### config.mk
export PLATFORM = sky130hd
export DESIGN_NAME = smwg_queue
export DESIGN_NICKNAME = d
export VERILOG_FILES = /design/src/smwg_pkg.sv /design/src/smwg_queue.sv
export SDC_FILE = /design/constraint.sdc
export NUM_CORES = 1
export LEC_CHECK = 0
export ABC_AREA = 1
export BUFFER_PORTS_ARGS = -buffer_cell sky130_fd_sc_hd__buf_4
export CAP_MARGIN = 30
export CORE_MARGIN = 5
export CORE_UTILIZATION = 50
export CTS_CLUSTER_SIZE = 16
export DETAILED_ROUTE_END_ITERATION = 10
export PLACE_DENSITY = 0.77
export SYNTH_ARGS = -nofsm -noshare
export SYNTH_HDL_FRONTEND = slang
export SYNTH_SLANG_ARGS = --single-unit
### constraint.sdc
create_clock -name clk_i -period 8.4 [get_ports clk_i]
set_clock_uncertainty 0.1 [all_clocks]
set_input_delay 0.84 -clock clk_i [delete_from_list [all_inputs] [get_ports clk_i]]
set_output_delay 0.84 -clock clk_i [all_outputs]
set_load 0.005 [all_outputs]
### src/smwg_pkg.sv
// Package for the segmented memory with write guard: sizes, codes and the
// request record passed from the classifier to the executor.
// No dependencies.
`default_nettype none

package smwg_pkg;

  localparam int unsigned TEXT_WORDS  = 64;
  localparam int unsigned DATA_WORDS  = 64;
  localparam int unsigned STACK_WORDS = 64;

  localparam int unsigned TEXT_AW  = (TEXT_WORDS > 1) ? $clog2(TEXT_WORDS) : 1;
  localparam int unsigned DATA_AW  = (DATA_WORDS > 1) ? $clog2(DATA_WORDS) : 1;
  localparam int unsigned STACK_AW = (STACK_WORDS > 1) ? $clog2(STACK_WORDS) : 1;
  localparam int unsigned TEXT_CNT_W = $clog2(TEXT_WORDS + 1);

  localparam int unsigned WORD_W = 32;
  localparam int unsigned ADDR_W = 16;
  localparam int unsigned IDX_W  = 12;
  localparam int unsigned SEG_W  = 4;

  localparam int unsigned QUEUE_DEPTH = 2;
  localparam int unsigned QPTR_W = 1;
  localparam int unsigned QCNT_W = 2;

  localparam logic [SEG_W-1:0] SEG_TEXT  = 4'd1;
  localparam logic [SEG_W-1:0] SEG_DATA  = 4'd2;
  localparam logic [SEG_W-1:0] SEG_STACK = 4'd3;

  localparam logic [WORD_W-1:0] FAULT_RESET = 32'h0000_3000;

  // Register index on the configuration port.
  localparam logic REG_FAULT = 1'b0;

  typedef enum logic [2:0] {
    CMD_LOAD_CODE = 3'd0,
    CMD_LOAD_DATA = 3'd1,
    CMD_WRITE     = 3'd2,
    CMD_READ_WORD = 3'd3,
    CMD_READ_BYTE = 3'd4
  } cmd_e;

  typedef enum logic [2:0] {
    ST_OK       = 3'd0,
    ST_PROTECT  = 3'd1,
    ST_RANGE    = 3'd2,
    ST_UNMAPPED = 3'd3,
    ST_FULL     = 3'd4
  } status_e;

  typedef enum logic [1:0] {
    TGT_NONE  = 2'd0,
    TGT_TEXT  = 2'd1,
    TGT_DATA  = 2'd2,
    TGT_STACK = 2'd3
  } tgt_e;

  typedef enum logic [1:0] {
    OP_NOP   = 2'd0,
    OP_WRITE = 2'd1,
    OP_READ  = 2'd2
  } op_e;

  typedef struct packed {
    op_e               op;
    tgt_e              tgt;
    logic [IDX_W-1:0]  idx;
    logic [WORD_W-1:0] wdata;
    logic              is_byte;
    logic [1:0]        lane;
    status_e           status;
  } req_t;

endpackage

`default_nettype wire

### src/smwg_queue.sv
// Short request queue between the classifier and the executor.
// Depends on smwg_pkg.
`default_nettype none

module smwg_queue (
  input  wire                 clk_i,
  input  wire                 rst_ni,
  input  wire                 push_i,
  input  smwg_pkg::req_t      req_i,
  input  wire                 pop_i,
  output smwg_pkg::req_t      req_o,
  output logic                empty_o,
  output logic                full_o
);

  smwg_pkg::req_t                   ent_q [smwg_pkg::QUEUE_DEPTH];
  logic [smwg_pkg::QPTR_W-1:0]      wr_q, wr_d, rd_q, rd_d;
  logic [smwg_pkg::QCNT_W-1:0]      cnt_q, cnt_d;
  logic                             do_push, do_pop;

  assign empty_o = (cnt_q == '0);
  assign full_o  = (cnt_q == smwg_pkg::QCNT_W'(smwg_pkg::QUEUE_DEPTH));
  assign do_push = push_i && !full_o;
  assign do_pop  = pop_i && !empty_o;
  assign req_o   = ent_q[rd_q];

  always_comb begin
    wr_d  = wr_q;
    rd_d  = rd_q;
    cnt_d = cnt_q;
    if (do_push) begin
      wr_d = (wr_q == smwg_pkg::QPTR_W'(smwg_pkg::QUEUE_DEPTH - 1)) ? '0 : wr_q + 1'b1;
    end
    if (do_pop) begin
      rd_d = (rd_q == smwg_pkg::QPTR_W'(smwg_pkg::QUEUE_DEPTH - 1)) ? '0 : rd_q + 1'b1;
    end
    if (do_push && !do_pop) begin
      cnt_d = cnt_q + 1'b1;
    end else if (do_pop && !do_push) begin
      cnt_d = cnt_q - 1'b1;
    end
  end

  always_ff @(posedge clk_i) begin
    if (do_push) begin
      ent_q[wr_q] <= req_i;
    end
  end

  always_ff @(posedge clk_i or negedge rst_ni) begin
    if (!rst_ni) begin
      wr_q  <= '0;
      rd_q  <= '0;
      cnt_q <= '0;
    end else begin
      wr_q  <= wr_d;
      rd_q  <= rd_d;
      cnt_q <= cnt_d;
    end
  end

endmodule

`default_nettype wire

* Word level (Yosys, flattened, before mapping)
Memories as Yosys holds them, arrays and structs flattened. Index checks and enable logic that the tools add are counted.
Word-level totals: flip-flop bits (word level) 4, output and inout bits 56, input port bits 58, memory bits (writable) 108, logic and storage cells 25, memories 1
Operators by class: $add $sub $neg 4, reductions and logical operators 10, mux-type cells 6, equal/unequal tests 1
Memories:
- ent_q | words 2, bits a word 54, rd ports 1, clocked after memory_dff 0, write ports 1, RTL line smwg_queue.sv:16 | smwg_pkg::req_t ent_q [smwg_pkg::QUEUE_DEPTH];
Operators by type and width (number):
- $logic_and 1x1->1 | 4
- $logic_not 1->1 | 4
- $mux 1 | 4
- $mux 2 | 2
- $add 1x1->1 const B | 2
- $add 2x1->2 const B | 1
- $eq 2x2->1 const B | 1
- $logic_not 2->1 | 1
- $reduce_bool 2->1 | 1
- $sub 2x1->2 const B | 1

* Logic depth before layout (Yosys ltp)
depth after elaboration 7, mapped depth 9, gate-level depth less buffers 9

* Worst setup path before layout
OpenSTA, ideal clock, no wires.
kind input -> register, from in push_i, to mem ent_q[1][0] (netlist name), enable pin, data required time 7834 ps, setup time 466 ps, arrival 3209 ps, stages on the path 2, setup slack 4625 ps, path buffers 0, cells stage by stage o21ai_0 -> nor2_1
Between the ends: word-level cells in the longest chain between the ends 3
RTL lines:
- start, declared | RTL line smwg_queue.sv:8 | input wire push_i,
- $logic_and 1x1->1 | RTL line smwg_queue.sv:23 | assign do_push = push_i && !full_o;
- $mux 1 | RTL line smwg_queue.sv:45 | if (do_push) begin
- $mux 1 (not written as such) | RTL line smwg_queue.sv:46 | ent_q[wr_q] <= req_i;
- end, declared | RTL line smwg_queue.sv:16
Every way passes these cells.

==> summary.md <==
| Metric | Value |
|---|---|
| Outcome | finished, final reports clean |
| Clk slew on worst S/H paths | roughly 0.1 ns |
| Slew Limit Headroom | a little over a third |
| First-pass GRT wire length | 11,900 µm |
| Top Ports | approximately 110 |
| Number of CTS-inserted buffers | 9 |
| CTS H-tree lvls | 3 |
| Final wirelength | slightly below 8000 µm |
| Cts-stage hold buffer count | 0 |
| Max-cap violation count | 0 |
| Syn Nets | approximately 370 |
| DP Area | 5100 µm² |
| Residual overflow from global routing | 0 |
| # rows | 33 |
| Cells after Synth | approximately 310 |
| VDD IR max | 0.168 mV |
| RR Startpoint | cnt_q[0] |
| Final Cell Area | about 5300 µm² |
| Ant diodes | 0 |
| PortBufs | ~110 |
| Area Growth Syn to Fin | 28.6% |
| Startpoint class of the critical path | flip-flop |
| Yosys warnings | 0 |
| DRC Markers | 0 |
| Hold Path Class | input pin to asynchronous set/reset pin |
| Clock root cell | clkbuf_8 |
| Layout cell share with drive strength beyond 1 | a little under a third |
| Sequential area share after synthesis | 80.5% |
| Critical path class | flip-flop to output pin |
| Worst-Margin Slew | between 0.9 and 1 ns |
| Final Wtd Congestion | approximately 0.86 |
| Clk sinks | between 100 and 150 |
| Crit-path max FO | 56 |
| CTS resizes | 0 |
| PD cells | approximately 330 nW/µm² |
| Routed wire per std cell | between 10 and 15 µm |
| Die W | about 100 µm |
| Synth unique cells | 15 |
| R2R Setup Slk | between 6 and 7 ns |
| Vias in the first global route | ~2,500 |
| Initial Utilization | about 51% |
| Largest net degree at the start of global routing | 57 |
| DR pass1 iterations | 4 |
| CP Capture Type | output pin |
| Final setup vio count | 0 |
| Final nets | 487 |
| Initial antenna violation count | 0 |
| Final hold violation count | 0 |
| Via density | 4.83 |
| Fmax | ~290 MHz |
| Post-CTS Setup Inserts | 0 |
| Via count | ~2,600 |
| Unrepaired setup endpoints after global routing | no |
| CTS tree | built |
| Syn Area/Cell | 13.3 µm² |
| Die Height | roughly 100 µm |
| Fill cell count | ~600 |
| Hpwl dp | between 4000 and 5000 µm |
| CP Data Required Time | between 7 and 8 ns |
| Leakage | ~2.3 nW |
| Setup TNS | 0 ns |
| Final ANT Viol Nets | 0 |
| Max Root-Sink Buffers | 2 |
| Die area | 10,200 µm² |
| Initial DRC count | 133 |
| Seq cells post-synth | about 110 |
| R2R cell count | 3 |
| Min Tclk post-route | about 3.5 ns |
| Post-Synthesis Cell Area | between 4000 and 5000 µm² |
| Fin crit share | 41.2% |
| Overall routing resource usage | 15.2% |
| Placeable core area | between 8000 and 9000 µm² |
| Clk_lat worst skew | between 0.3 and 0.4 ns |
| CP arrival | around 2.5 ns |
| Final slew viol count | 0 |
| Reg2reg end | ent_q[1][35] |
-- worst max-delay path: stages, from the launching register on --
cell	delay, ns
dfrtp_2	1.01
inv_2	0.65
nand2_1	0.20
nand2_1	0.11
buf_4	0.15
-- registers in the layout, indices dropped and copies added, names as in the netlist --
name and count:
ent_q 108, wr_q 1, rd_q 1, cnt_q 2
-- cells in the mapped netlist (all sizes together) --
master	n	area share (%)
nand2	171	15
edfxtp	108	78
buf	11	1.7
inv	8	0.72
dfrtp	4	2.4
nor2	4	0.48
o21ai	2	0.24
ha	1	0.30
nand3	1	0.12
nand3b	1	0.18
nand4	1	0.15
xnor2	1	0.21
-- cell families (layout without fill, tap and decap cells) --
| logic type | after synthesis | count (layout) | synth area share, % |
|---|---|---|---|
| compound gates | 2 | 2 | 0.241 |
| xor+xnor | 1 | 1 | 0.211 |
| fa+ha+maj | 1 | 1 | 0.301 |
| buf+inv | 19 | 139 | 2.41 |
| flops | 112 | 112 | 80.5 |
| simple gates | 178 | 178 | 16.4 |
-- layout by cell type (no fill, tap or decap) --
cell type	Yosys	routed
clkbuf_8	0	9
nor2_4	0	1
nand2_1	171	171
nand4_1	1	1
inv_1	7	6
xnor2_1	1	1
o21ai_0	2	2
edfxtp_1	108	108
nor2_2	2	2
bufinv_16	0	3
nand3_1	1	1
ha_1	1	1
clkinvlp_4	0	2
buf_4	6	114
inv_2	1	2
nor2_1	2	1
nand3b_1	1	1
clkinv_2	0	1
buf_12	0	1
inv_6	0	1
dfrtp_2	0	1
dfrtp_1	4	3
-- power breakdown --
group,total [W],switching [W],internal (W)
Sequential,0.000831,0.0000709,0.000760
Clock,0.000371,0.000173,0.000198
Combinational,0.000561,0.000298,0.000263
Total,0.00176,0.000542,0.00122
-- per-stage QoR --
step | power [W] | worst slack, ns | hold WS [ns] | utilization, % | instances
floorplan | 0.00111 | 4.62 | 0.349 | - | 313
global placement | 0.00140 | 5.28 | 0.364 | 62.2 | 521
detailed placement | 0.00142 | 5.24 | 0.373 | 62.4 | 522
CTS | 0.00179 | 4.83 | 0.135 | 65.4 | 538
global route | 0.00188 | 4.66 | 0.132 | 65.4 | 538
finish | 0.00176 | 4.94 | 0.160 | 65.4 | 538
-- how the worst max path moves through the flow --
stage	from	endpoint	cells after the start
finish	rd_q	req_o[46]	4
floorplan	push_i	ent_q[1][0]	2
global route	rd_q	req_o[45]	4
global placement	rd_q	req_o[6]	4
CTS	rd_q	req_o[34]	4
detailed placement	rd_q	req_o[34]	4
-- routing by layer --
metal / global-route usage [%] / wire, µm / up-vias
met4: 5.83 / 89 / 0
met2: 23.7 / 3680 / 118
met5: 0 / 0 / -
met1: 20.4 / 3260 / 1206
met3: 4.34 / 699 / 8
li1: - / - / 1269
-- cell type report --
type,count,area (µm²),share of cell area [%]
clock buffer,9,124,2.32
multi-input combinational,182,719,13.5
sequential,112,3340,62.6
timing repair buffer,115,876,16.4
clock inverter,7,119,2.22
tap,105,131,2.46
inverter,8,30.0,0.562
Power figures use the tool's default switching activity.
